**src/dosc_pkg.sv**
```systemverilog
// Shared types, codes and widths of the DC offset calibrator.
`timescale 1ns / 1ps
`default_nettype none

package dosc_pkg;

    localparam int MAX_SAMPLES = 1024;

    localparam int SMP_W      = 16;
    localparam int CNT_W      = $clog2(MAX_SAMPLES + 1);
    localparam int ACC_W      = SMP_W + 1 + $clog2(MAX_SAMPLES);
    localparam int NUM_W      = ACC_W - 1;
    localparam int REM_W      = CNT_W + 1;
    localparam int DIV_CNT_W  = $clog2(NUM_W + 1);
    localparam int QUOT_W     = SMP_W + 1;
    localparam int CFG_IDX_W  = 2;
    localparam int CFG_DATA_W = 16;

    localparam logic [1:0] K_SAMPLE = 2'd0;
    localparam logic [1:0] K_MARKER = 2'd1;
    localparam logic [1:0] K_START  = 2'd2;

    localparam logic [1:0] PH_IDLE  = 2'd0;
    localparam logic [1:0] PH_WAIT  = 2'd1;
    localparam logic [1:0] PH_INTEG = 2'd2;

    localparam logic [1:0] ST_CAL  = 2'd0;
    localparam logic [1:0] ST_CONV = 2'd1;
    localparam logic [1:0] ST_GAVE = 2'd2;

    localparam logic [CFG_IDX_W-1:0] REG_WINDOW   = 2'd0;
    localparam logic [CFG_IDX_W-1:0] REG_DEADBAND = 2'd1;
    localparam logic [CFG_IDX_W-1:0] REG_MAX_ITER = 2'd2;
    localparam logic [CFG_IDX_W-1:0] REG_INIT_OFS = 2'd3;

    localparam logic [14:0] RST_WINDOW   = 15'd320;
    localparam logic [14:0] RST_DEADBAND = 15'd32;
    localparam logic [9:0]  RST_MAX_ITER = 10'd1000;
    localparam logic [15:0] RST_INIT_OFS = 16'h8000;

    typedef struct packed {
        logic start;
        logic sample;
        logic open;
        logic div_start;
        logic close;
        logic out_load;
    } t_cmd;

    typedef struct packed {
        logic [1:0] phase;
        logic       div_done;
    } t_sts;

endpackage

`default_nettype wire

```
**src/dosc_div.sv**
```systemverilog
// Restoring signed divider, one quotient bit per cycle, truncates toward zero.
`timescale 1ns / 1ps
`default_nettype none

module dosc_div
    import dosc_pkg::*;
(
    input  wire logic                     i_clk,
    input  wire logic                     i_rst_n,
    input  wire logic                     i_start,
    input  wire logic signed [ACC_W-1:0]  i_dividend,
    input  wire logic [CNT_W-1:0]         i_divisor,
    output logic                          o_done,
    output logic signed [QUOT_W-1:0]      o_quot,
    output logic [SMP_W-1:0]              o_mag
);

    logic                   r_busy;
    logic                   r_done;
    logic [DIV_CNT_W-1:0]   r_cnt;
    logic [NUM_W-1:0]       r_num;
    logic [REM_W-1:0]       r_rem;
    logic [CNT_W-1:0]       r_den;
    logic                   r_neg;
    logic                   r_zero;
    logic signed [QUOT_W-1:0] r_quot;
    logic [SMP_W-1:0]       r_mag;

    logic [ACC_W-1:0]       abs_ext;
    logic [REM_W-1:0]       shifted;
    logic [REM_W:0]         trial;

    assign abs_ext = i_dividend[ACC_W-1] ? (~i_dividend + 1'b1) : i_dividend;
    assign shifted = {r_rem[REM_W-2:0], r_num[NUM_W-1]};
    assign trial   = {1'b0, shifted} - {2'b00, r_den};

    always_ff @(posedge i_clk) begin
        if (!i_rst_n) begin
            r_busy <= 1'b0;
            r_done <= 1'b0;
            r_cnt  <= '0;
        end else begin
            r_done <= 1'b0;
            if (i_start) begin
                r_busy <= 1'b1;
                r_cnt  <= DIV_CNT_W'(NUM_W);
            end else if (r_busy) begin
                if (r_cnt != '0) begin
                    r_cnt <= r_cnt - 1'b1;
                end else begin
                    r_busy <= 1'b0;
                    r_done <= 1'b1;
                end
            end
        end
    end

    always_ff @(posedge i_clk) begin
        if (i_start) begin
            r_num  <= abs_ext[NUM_W-1:0];
            r_rem  <= '0;
            r_den  <= i_divisor;
            r_neg  <= i_dividend[ACC_W-1];
            r_zero <= (i_divisor == '0);
        end else if (r_busy && r_cnt != '0) begin
            if (!trial[REM_W]) begin
                r_rem <= trial[REM_W-1:0];
                r_num <= {r_num[NUM_W-2:0], 1'b1};
            end else begin
                r_rem <= shifted;
                r_num <= {r_num[NUM_W-2:0], 1'b0};
            end
        end else if (r_busy) begin
            // quotient magnitude never exceeds 2^(SMP_W-1)
            if (r_zero) begin
                r_mag  <= '0;
                r_quot <= '0;
            end else begin
                r_mag  <= r_num[SMP_W-1:0];
                r_quot <= r_neg ? -$signed({1'b0, r_num[SMP_W-1:0]})
                                : $signed({1'b0, r_num[SMP_W-1:0]});
            end
        end
    end

    assign o_done = r_done;
    assign o_quot = r_quot;
    assign o_mag  = r_mag;

endmodule

`default_nettype wire

```
**src/dosc_ctrl.sv**
```systemverilog
// Controller: input/output handshakes and command sequencing.
`timescale 1ns / 1ps
`default_nettype none

module dosc_ctrl
    import dosc_pkg::*;
(
    input  wire logic       i_clk,
    input  wire logic       i_rst_n,
    input  wire logic       i_valid,
    output logic            o_ready,
    input  wire logic [1:0] i_kind,
    input  wire logic       i_out_ready,
    output logic            o_out_valid,
    input  wire t_sts       i_sts,
    output t_cmd            o_cmd
);

    localparam logic [1:0] S_IDLE  = 2'd0;
    localparam logic [1:0] S_DIV   = 2'd1;
    localparam logic [1:0] S_WRITE = 2'd2;

    logic [1:0] r_state;
    logic [1:0] n_state;
    logic       r_out_valid;
    logic       n_out_valid;
    logic       xfer_in;

    assign o_ready = (r_state == S_IDLE);
    assign xfer_in = i_valid && o_ready;

    always_comb begin
        n_state = r_state;
        o_cmd   = '0;
        case (r_state)
            S_IDLE: begin
                if (xfer_in) begin
                    case (i_kind)
                        K_START: begin
                            o_cmd.start = 1'b1;
                            n_state     = S_WRITE;
                        end
                        K_SAMPLE: begin
                            o_cmd.sample = 1'b1;
                        end
                        K_MARKER: begin
                            if (i_sts.phase == PH_WAIT) begin
                                o_cmd.open = 1'b1;
                            end else if (i_sts.phase == PH_INTEG) begin
                                o_cmd.div_start = 1'b1;
                                n_state         = S_DIV;
                            end
                        end
                        default: ;
                    endcase
                end
            end
            S_DIV: begin
                if (i_sts.div_done) begin
                    o_cmd.close = 1'b1;
                    n_state     = S_WRITE;
                end
            end
            S_WRITE: begin
                if (!r_out_valid || i_out_ready) begin
                    o_cmd.out_load = 1'b1;
                    n_state        = S_IDLE;
                end
            end
            default: n_state = S_IDLE;
        endcase
    end

    always_comb begin
        n_out_valid = r_out_valid;
        if (o_cmd.out_load) begin
            n_out_valid = 1'b1;
        end else if (i_out_ready) begin
            n_out_valid = 1'b0;
        end
    end

    always_ff @(posedge i_clk) begin
        if (!i_rst_n) begin
            r_state     <= S_IDLE;
            r_out_valid <= 1'b0;
        end else begin
            r_state     <= n_state;
            r_out_valid <= n_out_valid;
        end
    end

    assign o_out_valid = r_out_valid;

endmodule

`default_nettype wire

```
**src/dosc_dp.sv**
```systemverilog
// Datapath: settings, calibration state, accumulator, divider and result register.
`timescale 1ns / 1ps
`default_nettype none

module dosc_dp
    import dosc_pkg::*;
(
    input  wire logic                  i_clk,
    input  wire logic                  i_rst_n,
    input  wire logic                  i_cfg_we,
    input  wire logic [CFG_IDX_W-1:0]  i_cfg_idx,
    input  wire logic [CFG_DATA_W-1:0] i_cfg_data,
    input  wire logic [SMP_W-1:0]      i_sample_raw,
    input  wire logic                  i_sample_ok,
    input  wire t_cmd                  i_cmd,
    output t_sts                       o_sts,
    output logic [15:0]                o_offset_code,
    output logic signed [15:0]         o_frame_average,
    output logic [9:0]                 o_iteration_count,
    output logic [1:0]                 o_status,
    output logic                       o_tx_enable
);

    logic [14:0] r_window;
    logic [14:0] r_deadband;
    logic [9:0]  r_max_iter;
    logic [15:0] r_init_ofs;

    logic [15:0]             r_offset,  n_offset;
    logic [9:0]              r_iter,    n_iter;
    logic signed [ACC_W-1:0] r_acc,     n_acc;
    logic [CNT_W-1:0]        r_cnt,     n_cnt;
    logic [1:0]              r_phase,   n_phase;
    logic                    r_tx,      n_tx;
    logic signed [15:0]      r_res_avg, n_res_avg;
    logic [1:0]              r_res_sts, n_res_sts;

    logic [15:0]        r_o_offset;
    logic signed [15:0] r_o_avg;
    logic [9:0]         r_o_iter;
    logic [1:0]         r_o_sts;
    logic               r_o_tx;

    logic                     div_done;
    logic signed [QUOT_W-1:0] quot;
    logic [SMP_W-1:0]         mag;
    logic [SMP_W-1:0]         smp;
    logic [15:0]              step;
    logic [9:0]               iter_inc;
    logic signed [QUOT_W-1:0] db_s;

    dosc_div u_div (
        .i_clk      (i_clk),
        .i_rst_n    (i_rst_n),
        .i_start    (i_cmd.div_start),
        .i_dividend (r_acc),
        .i_divisor  (r_cnt),
        .o_done     (div_done),
        .o_quot     (quot),
        .o_mag      (mag)
    );

    // offset binary to two's complement
    assign smp      = i_sample_raw ^ {1'b1, {(SMP_W-1){1'b0}}};
    assign step     = (r_iter < 10'd16) ? (16'h8000 >> r_iter[3:0]) : 16'd1;
    assign iter_inc = r_iter + 10'd1;
    assign db_s     = $signed({2'b00, r_deadband});

    always_comb begin
        n_offset  = r_offset;
        n_iter    = r_iter;
        n_acc     = r_acc;
        n_cnt     = r_cnt;
        n_phase   = r_phase;
        n_tx      = r_tx;
        n_res_avg = r_res_avg;
        n_res_sts = r_res_sts;
        if (i_cmd.start) begin
            n_offset  = r_init_ofs;
            n_iter    = '0;
            n_acc     = '0;
            n_cnt     = '0;
            n_res_avg = '0;
            if (r_max_iter == '0) begin
                n_tx      = 1'b1;
                n_phase   = PH_IDLE;
                n_res_sts = ST_GAVE;
            end else begin
                n_tx      = 1'b0;
                n_phase   = PH_WAIT;
                n_res_sts = ST_CAL;
            end
        end
        if (i_cmd.sample && r_phase == PH_INTEG && r_cnt < CNT_W'(MAX_SAMPLES)) begin
            if (i_sample_ok) begin
                n_acc = r_acc + {{(ACC_W-SMP_W){smp[SMP_W-1]}}, smp};
            end
            n_cnt = r_cnt + 1'b1;
        end
        if (i_cmd.open) begin
            n_acc   = '0;
            n_cnt   = '0;
            n_phase = PH_INTEG;
        end
        if (i_cmd.close) begin
            n_res_avg = quot[15:0];
            n_res_sts = ST_CAL;
            if (mag <= {1'b0, r_window}) begin
                n_res_sts = ST_CONV;
            end else if (quot > db_s) begin
                n_offset = r_offset + step;
            end else if (quot < -db_s) begin
                n_offset = r_offset - step;
            end
            n_iter = iter_inc;
            n_acc  = '0;
            n_cnt  = '0;
            if (mag <= {1'b0, r_window}) begin
                n_tx    = 1'b1;
                n_phase = PH_IDLE;
            end else if (iter_inc >= r_max_iter) begin
                n_res_sts = ST_GAVE;
                n_tx      = 1'b1;
                n_phase   = PH_IDLE;
            end else begin
                n_phase = PH_WAIT;
            end
        end
    end

    always_ff @(posedge i_clk) begin
        if (!i_rst_n) begin
            r_window   <= RST_WINDOW;
            r_deadband <= RST_DEADBAND;
            r_max_iter <= RST_MAX_ITER;
            r_init_ofs <= RST_INIT_OFS;
        end else if (i_cfg_we) begin
            case (i_cfg_idx)
                REG_WINDOW:   r_window   <= i_cfg_data[14:0];
                REG_DEADBAND: r_deadband <= i_cfg_data[14:0];
                REG_MAX_ITER: r_max_iter <= i_cfg_data[9:0];
                REG_INIT_OFS: r_init_ofs <= i_cfg_data[15:0];
                default: ;
            endcase
        end
    end

    always_ff @(posedge i_clk) begin
        if (!i_rst_n) begin
            r_offset <= '0;
            r_iter   <= '0;
            r_acc    <= '0;
            r_cnt    <= '0;
            r_phase  <= PH_IDLE;
            r_tx     <= 1'b1;
        end else begin
            r_offset <= n_offset;
            r_iter   <= n_iter;
            r_acc    <= n_acc;
            r_cnt    <= n_cnt;
            r_phase  <= n_phase;
            r_tx     <= n_tx;
        end
    end

    always_ff @(posedge i_clk) begin
        r_res_avg <= n_res_avg;
        r_res_sts <= n_res_sts;
        if (i_cmd.out_load) begin
            r_o_offset <= r_offset;
            r_o_avg    <= r_res_avg;
            r_o_iter   <= r_iter;
            r_o_sts    <= r_res_sts;
            r_o_tx     <= r_tx;
        end
    end

    assign o_sts.phase    = r_phase;
    assign o_sts.div_done = div_done;

    assign o_offset_code     = r_o_offset;
    assign o_frame_average   = r_o_avg;
    assign o_iteration_count = r_o_iter;
    assign o_status          = r_o_sts;
    assign o_tx_enable       = r_o_tx;

endmodule

`default_nettype wire

```
**src/dc_offset_sar_calibrator.sv**
```systemverilog
// Top level of the successive-approximation DC offset calibrator.
//
//  channel  | handshake          | payload
//  ---------+--------------------+--------------------------------------------------
//  in       | i_valid / o_ready  | i_kind, i_sample_raw, i_sample_ok
//  out      | o_valid / i_ready  | o_offset_code, o_frame_average, o_iteration_count,
//           |                    | o_status, o_tx_enable
//  cfg      | i_cfg_we           | i_cfg_idx, i_cfg_data
//
// Sample ticks and opening markers leave the controller idle and ready; a start goes
// through the write state to the result register. A closing marker waits in the divide
// state on the bit-serial divider (one quotient bit per cycle, 26-bit sum magnitude).
// Samples are taken while a result waits; a result-producing item stalls until the
// result register is free. Synchronous active-low reset, no clearing pass.
`timescale 1ns / 1ps
`default_nettype none

module dc_offset_sar_calibrator
    import dosc_pkg::*;
(
    input  wire logic                  i_clk,
    input  wire logic                  i_rst_n,
    input  wire logic                  i_cfg_we,
    input  wire logic [CFG_IDX_W-1:0]  i_cfg_idx,
    input  wire logic [CFG_DATA_W-1:0] i_cfg_data,
    input  wire logic                  i_valid,
    output logic                       o_ready,
    input  wire logic [1:0]            i_kind,
    input  wire logic [15:0]           i_sample_raw,
    input  wire logic                  i_sample_ok,
    output logic                       o_valid,
    input  wire logic                  i_ready,
    output logic [15:0]                o_offset_code,
    output logic signed [15:0]         o_frame_average,
    output logic [9:0]                 o_iteration_count,
    output logic [1:0]                 o_status,
    output logic                       o_tx_enable
);

    t_cmd cmd;
    t_sts sts;

    dosc_ctrl u_ctrl (
        .i_clk       (i_clk),
        .i_rst_n     (i_rst_n),
        .i_valid     (i_valid),
        .o_ready     (o_ready),
        .i_kind      (i_kind),
        .i_out_ready (i_ready),
        .o_out_valid (o_valid),
        .i_sts       (sts),
        .o_cmd       (cmd)
    );

    dosc_dp u_dp (
        .i_clk             (i_clk),
        .i_rst_n           (i_rst_n),
        .i_cfg_we          (i_cfg_we),
        .i_cfg_idx         (i_cfg_idx),
        .i_cfg_data        (i_cfg_data),
        .i_sample_raw      (i_sample_raw),
        .i_sample_ok       (i_sample_ok),
        .i_cmd             (cmd),
        .o_sts             (sts),
        .o_offset_code     (o_offset_code),
        .o_frame_average   (o_frame_average),
        .o_iteration_count (o_iteration_count),
        .o_status          (o_status),
        .o_tx_enable       (o_tx_enable)
    );

    a_tx_when_done: assert property (@(posedge i_clk) disable iff (!i_rst_n)
        o_valid && o_status != ST_CAL |-> o_tx_enable)
        else $error("transmitter not restored on final result");

    a_tx_off_cal: assert property (@(posedge i_clk) disable iff (!i_rst_n)
        o_valid && o_status == ST_CAL |-> !o_tx_enable)
        else $error("transmitter enabled while calibrating");

    a_start_avg: assert property (@(posedge i_clk) disable iff (!i_rst_n)
        o_valid && o_status == ST_CAL && o_iteration_count == 10'd0
        |-> o_frame_average == 16'sd0)
        else $error("start result carries a nonzero average");

    a_out_hold: assert property (@(posedge i_clk) disable iff (!i_rst_n)
        o_valid && !i_ready |=> o_valid && $stable(o_offset_code)
            && $stable(o_frame_average) && $stable(o_iteration_count)
            && $stable(o_status) && $stable(o_tx_enable))
        else $error("result changed before transfer");

endmodule

`default_nettype wire

```
**config.mk**
```make
export PLATFORM = sky130hd
export DESIGN_NAME = dc_offset_sar_calibrator
export DESIGN_NICKNAME = d
export VERILOG_FILES = /design/src/dosc_pkg.sv /design/src/dosc_div.sv /design/src/dosc_ctrl.sv /design/src/dosc_dp.sv /design/src/dc_offset_sar_calibrator.sv
export SDC_FILE = /design/constraint.sdc
export NUM_CORES = 1
export LEC_CHECK = 0
export ABC_AREA = 0
export ABC_CLOCK_PERIOD_IN_PS = 4550
export BUFFER_PORTS_ARGS = -buffer_cell sky130_fd_sc_hd__buf_2
export CORE_UTILIZATION = 55
export CTS_BUF_LIST = sky130_fd_sc_hd__clkbuf_8
export DETAILED_ROUTE_END_ITERATION = 7
export PLACE_DENSITY = 0.73
export SYNTH_ARGS = -nofsm -noshare
export SYNTH_HDL_FRONTEND = slang
export SYNTH_SLANG_ARGS = --single-unit
```
**constraint.sdc**
```tcl
create_clock -name i_clk -period 4.55 [get_ports i_clk]
set_input_delay 1.1375 -clock i_clk [delete_from_list [all_inputs] [get_ports i_clk]]
set_output_delay 1.1375 -clock i_clk [all_outputs]
set_load 0.03 [all_outputs]
```
Word-level counts from Yosys, hierarchy flattened
Cells that the tools add are included.
W data, S select, Z words.
- mux-type cells: 66
- shift-type cells: 1
- eq/ne operators: 15
- bitwise operators: 7
- $lt $le $gt $ge: 6
- reductions and logical operators: 31
- add/sub/neg operators: 10
- operator list (kind ; count):
    $mux W16 ; 9
    $mux W27 ; 3
    $mux W26 ; 3
    $mux W11 ; 3
    $mux W2 ; 15
    $add A27 B27 Y27 ; 1
    $add A26 B1 Y26 const B ; 1
    $not A26 Y26 ; 1
    $mux W1 ; 24
    $mux W10 ; 2
    $gt A17 B16 Y1 ; 1
    $lt A17 B17 Y1 ; 1
    $neg A15 Y17 ; 1
    $neg A16 Y17 ; 1
    $add A16 B16 Y16 ; 1
    $le A16 B15 Y1 ; 1
    $shr A16 B4 Y16 const A ; 1
    $sub A16 B16 Y16 ; 1
    $mux W5 ; 3
    $sub A12 B11 Y13 ; 1
    $reduce_and A2 Y1 ; 6
    $reduce_bool A2 Y1 ; 6
    $add A11 B1 Y11 const B ; 1
    $logic_not A11 Y1 ; 1
    other kinds (25) ; 48
- output and inout bits: 47
- input bits: 42
- bits in registers: 279

Logic depth before layout (Yosys ltp)
Gate-level depths: netlist of the first run.
- word-level depth: 11
- depth in mapped cells: 17

Hierarchy
A second synthesis of the first run with hierarchy kept.
- cell total of the unflattened synthesis: 1777
- area total of the unflattened synthesis: 16358.2 um^2
- by module, submodules not included (module ; cells each ; instances ; sequential area each (um^2) ; area an instance (um^2)):
    dosc_dp ; 1296 ; 1 ; 4354.2 ; 11398.4
    dosc_div ; 452 ; 1 ; 2492.4 ; 4732.0
    dosc_ctrl ; 29 ; 1 ; 60.1 ; 227.7

Worst setup path after synthesis of the first run
OpenSTA, ideal clock, no wires.
- path type: in2reg
- start point: input port i_ready
- end point: register u_dp.r_o_avg[0] (netlist: u_dp.o_frame_average[0]) (enable)
- path buffers: 0
- stages: 2
- data arrival time: 3.292 ns
- slack: 0.805 ns
- cells stage by stage: nand2b_1 -> nor2b_1
- RTL lines (element ; RTL line ; text):
    start, declared ; dc_offset_sar_calibrator.sv:32 ; input wire logic i_ready,
    end signal, assigned ; dosc_dp.sv:171 ; r_o_avg <= r_res_avg;
    end, declared ; dosc_dp.sv:39 ; logic signed [15:0] r_o_avg;

Final worst setup path of the first run
- start point: register u_dp.r_iter[5]
- end point: register u_dp.r_offset[14]
- longest elaborated chain between the ends: 7
- elaborated cells on any way between the ends: 8
- classes of those cells: 2 x add/sub; 1 x order compare; 5 x mux
- RTL lines (element ; RTL line ; text):
    start, declared ; dosc_dp.sv:30 ; logic [9:0] r_iter, n_iter;
    start signal, assigned ; dosc_dp.sv:158 ; r_iter <= n_iter;
    $lt A10 B5 Y1 (*) ; dosc_dp.sv:65 ; assign step = (r_iter < 10'd16) ? (16'h8000 >> r_iter[3:0]) : 16'd1;
    $mux W16 (*) ; dosc_dp.sv:65 ;
    $sub A16 B16 Y16 ; dosc_dp.sv:113 ; n_offset = r_offset - step;
    $mux W16 ; dosc_dp.sv:112 ; end else if (quot < -db_s) begin
    $mux W16 (*) ; dosc_dp.sv:110 ; end else if (quot > db_s) begin
    $mux W16 (*) ; dosc_dp.sv:108 ; if (mag <= {1'b0, r_window}) begin
    $mux W16 (*) ; dosc_dp.sv:105 ; if (i_cmd.close) begin
    end signal, assigned ; dosc_dp.sv:157 ; r_offset <= n_offset;
    end, declared ; dosc_dp.sv:29 ; logic [15:0] r_offset, n_offset;
Every way passes the cells marked *; elsewhere a longest branch is shown, timed or not.
A chain may end at the register's enable or synchronous reset.

==> results of run 1 <==
[layout by cell type (no fill, tap or decap), types with 45 or more instances in the layout]
cell      count
inv_1       128
buf_2        88
clkbuf_8     51
o21ai_0      98
edfxtp_1    134
nor2_1      113
a21oi_1      99
a21boi_0     58
xor2_1       45
nand3_1      55
nand2_1     265
dfxtp_1     144
xnor2_1      45
ha_1        143
[cells in the mapped netlist, types with 25 or more instances]
cell type / n
xor2_1: 45
a21boi_0: 58
inv_1: 113
nand2b_1: 25
edfxtp_1: 134
xnor2_1: 45
nor3_1: 36
ha_1: 143
clkbuf_1: 55
nor2b_1: 38
nor2_1: 113
dfxtp_1: 144
and2_1: 27
a21oi_1: 99
nand3_1: 55
o21ai_0: 98
nand2_1: 265
[kinds of logic after synthesis]
group | share of synthesized area (%)
flip-flops | 41.8
AND/OR/NAND/NOR | 19.5
XOR/XNOR | 4.87
adder cells (fa/ha/maj) | 11.3
buffers and inverters | 4.18
multiplexers | 1.04
AO/OA/AOI/OAI | 17.3
[stage by stage]
stage | hold slack [ps] | utilization, % | std cells
6_report | 407 | 62.1 | 2325
5_1_grt | 409 | 62.1 | 2325
4_1_cts | 414 | 62.0 | 2325
3_5_place_dp | 405 | 58.6 | 2237
3_3_place_gp | 402 | 58.6 | 2237
2_1_floorplan | 400 | - | 1804
[final timing paths]
| check | start | to | slack [ps] |
|---|---|---|---|
| setup / recovery | u_dp.r_iter[5] | u_dp.r_offset[14] | 370 |
| hold / removal | u_dp.r_res_avg[8] | u_dp.o_frame_average[8] | 410 |
| setup reg to reg | u_dp.r_iter[5] | u_dp.r_offset[14] | 370 |
| hold reg to reg | u_dp.r_res_avg[8] | u_dp.o_frame_average[8] | 410 |
[layout make-up]
| type | count | area share, % |
|---|---|---|
| multi-input combinational | 1349 | 48.7 |
| sequential | 278 | 37.6 |
| clock buffer | 51 | 3.83 |
| timing repair buffer | 107 | 3.18 |
| tap | 390 | 2.66 |
| inverter | 113 | 2.31 |
| clock inverter | 37 | 1.64 |
[power by group]
group | switching [uW] | leakage [uW] | total, uW | internal [uW]
Sequential | 37.3 | 0.00243 | 2700 | 2660
Clock | 1060 | 0.000575 | 2390 | 1330
Combinational | 267 | 0.00486 | 431 | 164
[state kept, by name, summed over array words and instances (netlist names), 2 cells and up]
register	count
u_dp.r_acc	27
u_dp.u_div.r_num	26
u_dp.u_div.o_quot	17
u_dp.o_frame_average	16
u_dp.o_offset_code	16
u_dp.r_init_ofs	16
u_dp.r_offset	16
u_dp.r_res_avg	16
u_dp.r_deadband	15
u_dp.r_window	15
u_dp.u_div.o_mag	15
u_dp.r_cnt	11
u_dp.u_div.r_den	11
u_dp.u_div.r_rem	11
u_dp.o_iteration_count	10
u_dp.r_iter	10
u_dp.r_max_iter	10
u_dp.u_div.r_cnt	5
u_ctrl.r_state	2
u_dp.o_status	2
u_dp.r_phase	2
u_dp.r_res_sts	2
[what timing repair did]
item	CTS	global route
resized for setup	0	1
endpoints found under the hold margin	0	0
endpoints found under the setup margin	0	1
buffers inserted	0	0
[layer usage]
metal  routed length [um]  vias up
met5                    0        -
met4                 1430        0
met3                 1970      103
met2                19800      366
met1                17400     6416
li1                     -     6595
==> out/metrics.csv, run 1 <==
metric,value,unit
status,completed,
yosysTopAreaCell,edfxtp_1,
r2r_cells,15,
io_pins,89,
slew_headroom,27.1,%
grt_pass1_wl,64.8,mm
design_area,18300,um^2
ys.flop_type,dfxtp_1,
ys_seq_area_share,41.8,%
final.setup.tns,0,ps
gr-total-overflow,0,
netlist_area,16500,um^2
worst_slew_pin_slew,1090,ps
fillerInstances,2537,
worst_skew_pair.late_latency,590,ps
drc,0,
clock_path_buffers,3,
start_util,55.9,%
path_buf_inv,0,
holdPathStages,0,
drtIter0Drc,924,
yosys_warnings,0,
place.gp.congestion,0.932,
max-cap-violations,0,
fin_crit,4180,ps
synthTopCellsByArea,"edfxtp_1 (24%), dfxtp_1 (17%), ha_1 (11%)",
finalPower,5520,uW
antenna_left,0,
rsz0062_at_grt,false,
row_count,63,
use_met1,33.1,%
slew_violations,0,
grt_pass1_vias,12800,
drive_above_1_share,11.4,%
synth_seq_cells,278,
powerDensity,301,nW/um^2
arrival,4690,ps
hold_class,flip-flop to flip-flop,
core-area,29600,um^2
async_reset_ff_share,0,%
cpPeakStageDelay,590,ps
met3_usage,3.46,%
fin_crit_sh,91.8,%
place_area,17300,um^2
postCtsHoldBufs,0,
skew,23.3,ps
finalWorstSetupSlack,374,ps
top_usage_layer,met2,
clk_pin_slew,70,ps
report.final.setup_viol,0,
die_w,175,um
seqCellArea,6910,um^2
synth_nets,1993,
netlist_instances,1804,
crit_chain,or4_4 -> nor3_1 -> nand2_1 -> nor2_1 -> nand2_1 -> fa_1 -> a211oi_1 -> o21ai_0 -> a311oi_1 -> nor2_1 -> a21o_1 -> a21oi_1 -> xnor2_1 -> o211ai_1 -> a21oi_1,
port_buffers,88,
cts_sinks,278,
power.leakage,0.00786,uW
firstDrtPassIters,5,
nets,2085,
ys_types,88,
critical_path_required,5060,ps
antenna_found_initial,0,
cts_root_buffer,clkbuf_8,
slowest_stage,or4_4,
fmax,239,MHz
hold_viol,0,
cp-start-kind,flip-flop,
grt_max_degree,62,
grt_use_total,26.4,%
die_h,175,um
yosysTopAreaCellShare,24.4,%
syn2layout_area_growth,11.0,%
place.detailed.hpwl,29.9,mm
vias_per_cell,5.80,
critPathCaptureType,flip-flop,
worstPathMaxFanout,8,
die_area,30700,um^2
path_class,flip-flop to flip-flop,
wl_per_cell,17.5,um
multi_input_area,8940,um^2
ctsHtreeMaxLevel,2,
met2_usage,45.8,%
n_antenna_cell,0,
wirelength,40.6,mm
cts_tree,built,
syn_avg_cell_area,9.16,um^2
crit_cells,15,
dp_slack,395,ps
cts_inserted_buffers,47,
via_count,13500,
synth_edf_count,134,
critPathTopFamily,simple AND/OR/NAND/NOR gates,
peakVddDrop,0.000252,V
Power figures use the tool's default switching activity.
==> inputs of run 2 (changes only) <==
--- a/config.mk
+++ b/config.mk
@@ -9,7 +9,7 @@
 export ABC_CLOCK_PERIOD_IN_PS = 4550
 export BUFFER_PORTS_ARGS = -buffer_cell sky130_fd_sc_hd__buf_2
 export CORE_UTILIZATION = 55
-export CTS_BUF_LIST = sky130_fd_sc_hd__clkbuf_8
+export CTS_BUF_LIST = sky130_fd_sc_hd__clkbuf_16
 export DETAILED_ROUTE_END_ITERATION = 7
 export PLACE_DENSITY = 0.73
 export SYNTH_ARGS = -nofsm -noshare
==> run 2 against run 1 <==
Global-route usage shrank 0.21 points. Clock power about the same. Highest routed layer unchanged. Sequential share of layout area rose by 0.064 points. Largest cell class unchanged. Sequential power is essentially flat. Sequential cell count is the same. Non-clock buffer count unchanged. Worst hold slack better by 11 ps. Cell count shrank 1.4%.
==> out/metrics.csv, run 2 (synthesis gave the netlist of run 1 again) <==
metric,value,unit,change
path_class,flip-flop to flip-flop,,
post-cts-setup-buffers,0,,unchanged
grt_max_degree,62,,unchanged
hold_viol,0,,unchanged
vias_per_cell,5.83,,+0.58%
power.leakage,0.00779,uW,-0.93%
worst_slew_pin_slew,1100,ps,+7.10 ps
clk_pin_slew,60,ps,about the same
drtIter0Drc,955,,+3.4%
fin_util,62.0,%,-0.11 points
cts_inserted_buffers,30,,-36%
slew_headroom,26.6,%,-0.47 points
fin_crit,4170,ps,-6.22 ps
core-area,29600,um^2,unchanged
antenna_left,0,,unchanged
gr-total-overflow,0,,unchanged
status,completed,,
critPathCaptureType,flip-flop,,
slew_violations,0,,unchanged
die_area,30700,um^2,unchanged
report.final.setup_viol,0,,unchanged
grt_pass1_vias,12800,,-0.42%
layout_commonest_cell,nand2_1,,
clock_path_buffers,3,,unchanged
topRoutingLayerUsed,met4,,
fillerInstances,2507,,-1.2%
cts_tree,built,,
dp_cells,2237,,unchanged
final.setup.tns,0,ps,unchanged
drc,0,,unchanged
place.gp.congestion,0.932,,unchanged
arrival,4660,ps,-30 ps
ctsHtreeMaxLevel,1,,-1
dp_slack,395,ps,unchanged
wl_per_cell,17.6,um,+0.73%
n_antenna_cell,0,,unchanged
swShare,23.5,%,-1.3 points
place.detailed.hpwl,29.9,mm,unchanged
cts_sinks,278,,unchanged
nets,2068,,-0.82%
grt_use_total,26.2,%,-0.21 points
port_buffers,88,,unchanged
p_switching,1290,uW,-5.3%
drive_above_1_share,10.2,%,-1.2 points
final_cell_mix,"nand2_1 (265), dfxtp_1 (144), ha_1 (143)",,
start_util,55.9,%,unchanged
row_count,63,,unchanged
peakVddDrop,0.000293,V,+16%
multi_input_area,8940,um^2,unchanged
worstPathMaxFanout,8,,unchanged
fin_crit_sh,91.6,%,-0.14 points
skew,16.1,ps,-7.20 ps
finalWorstSetupSlack,380,ps,+6.22 ps
seqCellArea,6910,um^2,unchanged
syn2layout_area_growth,10.8,%,
cts_resized,0,,unchanged
route.met3.wl,2.23,mm,+13%
seq_power_share,48.9,%,about the same
die_w,175,um,unchanged
largest_register,u_dp.r_acc,,
largest_reg_flops,27,,unchanged
via_count,13400,,-0.80%
wirelength,40.3,mm,-0.65%
pwr-share-clk,43.3,%,about the same
grt_pass1_wl,64.6,mm,-0.35%
internal_power,4220,uW,+1.6%
place_area,17300,um^2,unchanged
critical_path_required,5040,ps,-20 ps
wl_met1,17.2,mm,-1.5%
rsz0062_at_grt,false,,
fmax,240,MHz,+0.15%
reg2reg_setup_slack,380,ps,about the same
design_area,18300,um^2,-0.17%
antenna_found_initial,0,,unchanged
die_h,175,um,unchanged
cts_root_buffer,clkbuf_16,,
postCtsHoldBufs,0,,unchanged
wl_met2,19.5,mm,-1.6%
worst_skew_pair.late_latency,560,ps,-30 ps
firstDrtPassIters,5,,unchanged
hold_class,flip-flop to flip-flop,,
powerDensity,301,nW/um^2,about the same
instances_no_fill,2293,,-1.4%
io_pins,89,,unchanged
cp-start-kind,flip-flop,,
max-cap-violations,0,,unchanged
p_comb_share,7.8,%,about the same
==> run 2: changes by cell type in the layout (fill, tap and decap cells not counted), sizes merged <==
cell	previous run	this run
bufinv	5	3
clkbuf	51	31
inv	130	120
==> run 2: worst max-delay path: stages (launching register included) <==
cell and delay [ps]:
dfxtp_1 370, or4_4 590, nor3_1 270, nand2_1 150
nor2_1 230, nand2_1 180, fa_1 490, a211oi_1 390
o21ai_0 250, a311oi_1 320, nor2_1 140, a21o_1 190
a21oi_1 160, xnor2_1 130, o211ai_1 90, a21oi_1 140
==> run 2: final timing paths <==
check	from	to	cells after the start
setup / recovery	u_dp.r_iter[5]	u_dp.r_offset[14]	15
hold / removal	u_dp.r_res_avg[6]	u_dp.o_frame_average[6]	0
setup reg to reg	u_dp.r_iter[5]	u_dp.r_offset[14]	15
hold reg to reg	u_dp.r_res_avg[6]	u_dp.o_frame_average[6]	0
==> run 2: cell type report <==
cell class,count,share of cell area (%)
sequential,278,37.7
clock buffer,31,4.24
multi-input combinational,1349,48.8
tap,390,2.66
clock inverter,25,1.07
inverter,113,2.32
timing repair buffer,107,3.18
==> run 2: power by group through the flow <==
stage	logic, uW	clock network, uW	registers [uW]
floorplan	286	0	2770
global placement	413	0	2750
detailed placement	425	0	2750
CTS	428	2420	2700
global route	477	2530	2700
finish	431	2390	2700
==> run 2: metal layers <==
metal | up-vias | GRT usage, %
met1 | 6349 | 33.1
met4 | 0 | 11.0
met3 | 98 | 3.33
met5 | - | 0
met2 | 359 | 45.2
li1 | 6566 | -
==> run 2: metrics by stage <==
step / hold WS, ps / power, uW
after floorplan: 400 / 3050
after global placement: 402 / 3160
after detailed placement: 405 / 3180
after CTS: 421 / 5550
after global routing: 428 / 5710
final: 419 / 5520
==> inputs of run 3 (changes only) <==
--- a/config.mk
+++ b/config.mk
@@ -12,6 +12,7 @@
 export CTS_BUF_LIST = sky130_fd_sc_hd__clkbuf_16
 export DETAILED_ROUTE_END_ITERATION = 7
 export PLACE_DENSITY = 0.73
+export RECOVER_POWER = 50
 export SYNTH_ARGS = -nofsm -noshare
 export SYNTH_HDL_FRONTEND = slang
 export SYNTH_SLANG_ARGS = --single-unit
==> run 3 against run 2 <==
The run now ends with capacitance limit, slew limit left. Power is essentially flat. Clock skew is essentially flat. Register-to-register slack lost 30 ps. Routed wire length is essentially flat. Worst setup slack worse by 33 ps. Combinational power is essentially flat. Clock power about the same. Count of clock-buffer cells in the layout did not move. Sequential share of layout area is 0.098 points higher. Sequential power about the same. Critical path depth did not move. Sequential cell count is the same. Largest power group unchanged.
==> out/metrics.csv, run 3 (synthesis gave the netlist of run 1 again) <==
metric,value,unit,change
grt_use_total,26.2,%,unchanged
worstPathMaxFanout,8,,unchanged
dp_slack,395,ps,unchanged
firstDrtPassIters,5,,unchanged
status,finished with violations,,
post-cts-setup-buffers,0,,unchanged
powerDensity,302,nW/um^2,+0.27%
final_cell_mix,"nand2_1 (265), dfxtp_1 (144), ha_1 (143)",,
p_comb_share,7.8,%,about the same
fin_crit,4200,ps,+32.8 ps
io_pins,89,,unchanged
largest_register,u_dp.r_acc,,
cpPeakStageDelay,590,ps,about the same
critPathCaptureType,flip-flop,,
slowest_stage,or4_4,,
violations,"capacitance limit, slew limit",,
start_util,55.9,%,unchanged
grt_max_degree,62,,unchanged
r2r_cells,15,,unchanged
cp-start-kind,flip-flop,,
grt_pass1_wl,64.6,mm,unchanged
cts_sinks,278,,unchanged
cts_inserted_buffers,30,,unchanged
power.leakage,0.00772,uW,-0.90%
slew_headroom,-40.9,%,-68 points
clock_path_buffers,3,,unchanged
r2r_start,u_dp.r_iter[5],,
fmax,238,MHz,-0.78%
whs,419,ps,+0.120 ps
row_count,63,,unchanged
vias_per_cell,5.82,,-0.16%
skew,16.5,ps,+0.431 ps
finalWorstSetupSlack,348,ps,-32.8 ps
syn2layout_area_growth,10.6,%,
drtIter0Drc,975,,+2.1%
fillerInstances,2518,,+0.44%
ctsHtreeMaxLevel,1,,unchanged
gr-total-overflow,0,,unchanged
cts_root_buffer,clkbuf_16,,
hold_viol,0,,unchanged
core-area,29600,um^2,unchanged
swShare,23.5,%,about the same
antenna_found_initial,0,,unchanged
internal_power,4220,uW,about the same
finalPower,5520,uW,about the same
n_antenna_cell,0,,unchanged
dp_cells,2237,,unchanged
final.setup.tns,0,ps,unchanged
drc,0,,unchanged
die_area,30700,um^2,unchanged
grt_pass1_vias,12800,,unchanged
peakVddDrop,0.000293,V,about the same
worst_slew_pin_slew,2110,ps,+1020 ps
antenna_left,0,,unchanged
critical_path_required,5040,ps,about the same
r2r_end,u_dp.r_offset[14],,
port_buffers,88,,unchanged
path_class,flip-flop to flip-flop,,
slew_violations,76,,+76
worst_skew_pair.late_latency,560,ps,about the same
max-cap-violations,2,,+2
layout_commonest_cell,nand2_1,,
largest_reg_flops,27,,unchanged
seq_power_share,48.9,%,about the same
crit_chain,or4_4 -> nor3_1 -> nand2_1 -> nor2_1 -> nand2_1 -> fa_1 -> a211oi_1 -> o21ai_0 -> a311oi_1 -> nor2_1 -> a21o_1 -> a21oi_1 -> xnor2_1 -> o211ai_1 -> a21oi_1,,
clk_pin_slew,60,ps,about the same
nets,2068,,unchanged
die_w,175,um,unchanged
instances_no_fill,2293,,unchanged
rsz0062_at_grt,false,,
hold_class,flip-flop to flip-flop,,
wirelength,40.3,mm,about the same
cts_tree,built,,
reg2reg_setup_slack,350,ps,-30 ps
drive_above_1_share,9.30,%,-0.95 points
via_count,13400,,-0.16%
place.gp.congestion,0.932,,unchanged
die_h,175,um,unchanged
report.final.setup_viol,0,,unchanged
place.detailed.hpwl,29.9,mm,unchanged
arrival,4690,ps,+30 ps
fin_crit_sh,92.4,%,+0.72 points
startpoint,u_dp.r_iter[5],,
critPathCapture,u_dp.r_offset[14],,
p_switching,1300,uW,about the same
wl_per_cell,17.6,um,about the same
pwr-share-clk,43.3,%,about the same
## run 3: what timing repair did
item / CTS / global route
hold buffers: 0 / 0
endpoints found under the setup margin: 0 / 1
resized for setup: 0 / 1
## run 3: layer usage
layer / up-vias / global-route usage [%] / wire, um
met1: 6325 / 33.1 / 17300
met5: - / 0 / 0
met4: 0 / 11.0 / 1480
met2: 367 / 45.2 / 19400
met3: 95 / 3.33 / 2130
li1: 6563 / - / -
## run 3: final cells by class
class	count	area, um^2	share of cell area (%)
Sequential cell	278	6910	37.8
Multi-Input combinational cell	1349	8930	48.9
Clock inverter	25	196	1.08
Inverter	113	424	2.32
Tap cell	390	488	2.67
Clock buffer	31	776	4.25
Timing Repair Buffer	107	543	2.97
## run 3: how the worst min path moves through the flow
stage                                  from                 endpoint  slack (ps)  cells past startpoint
after global routing      u_dp.r_res_avg[9]  u_dp.o_frame_average[9]         430                      0
after CTS                 u_dp.r_res_avg[6]  u_dp.o_frame_average[6]         420                      0
after global placement    u_dp.r_res_avg[0]  u_dp.o_frame_average[0]         400                      0
after detailed placement  u_dp.r_res_avg[5]  u_dp.o_frame_average[5]         410                      0
after floorplan           u_dp.r_res_avg[0]  u_dp.o_frame_average[0]         400                      0
final                     u_dp.r_res_avg[6]  u_dp.o_frame_average[6]         420                      0
## run 3: stage by stage
stage               utilization, %  area [um^2]
finish                        61.8        18300
CTS                           61.9        18300
global route                  61.8        18300
floorplan                        -        16500
global placement              58.6        17300
detailed placement            58.6        17300
## run 3: power by group through the flow
stage | Sequential (uW) | Combinational (uW) | Clock [uW]
floorplan | 2770 | 286 | 0
global placement | 2750 | 413 | 0
detailed placement | 2750 | 425 | 0
CTS | 2700 | 428 | 2420
global route | 2700 | 476 | 2530
finish | 2700 | 429 | 2390
## run 3: worst max-delay path, delay by kind of cell, from the launching register on
family	cells	cell delay [ps]
xor gates and xnor gates	1	130
DFF	1	370
adders and majority gates	1	490
and+or+nand+nor	6	1570
AOI/OAI and AO/OA	7	1560
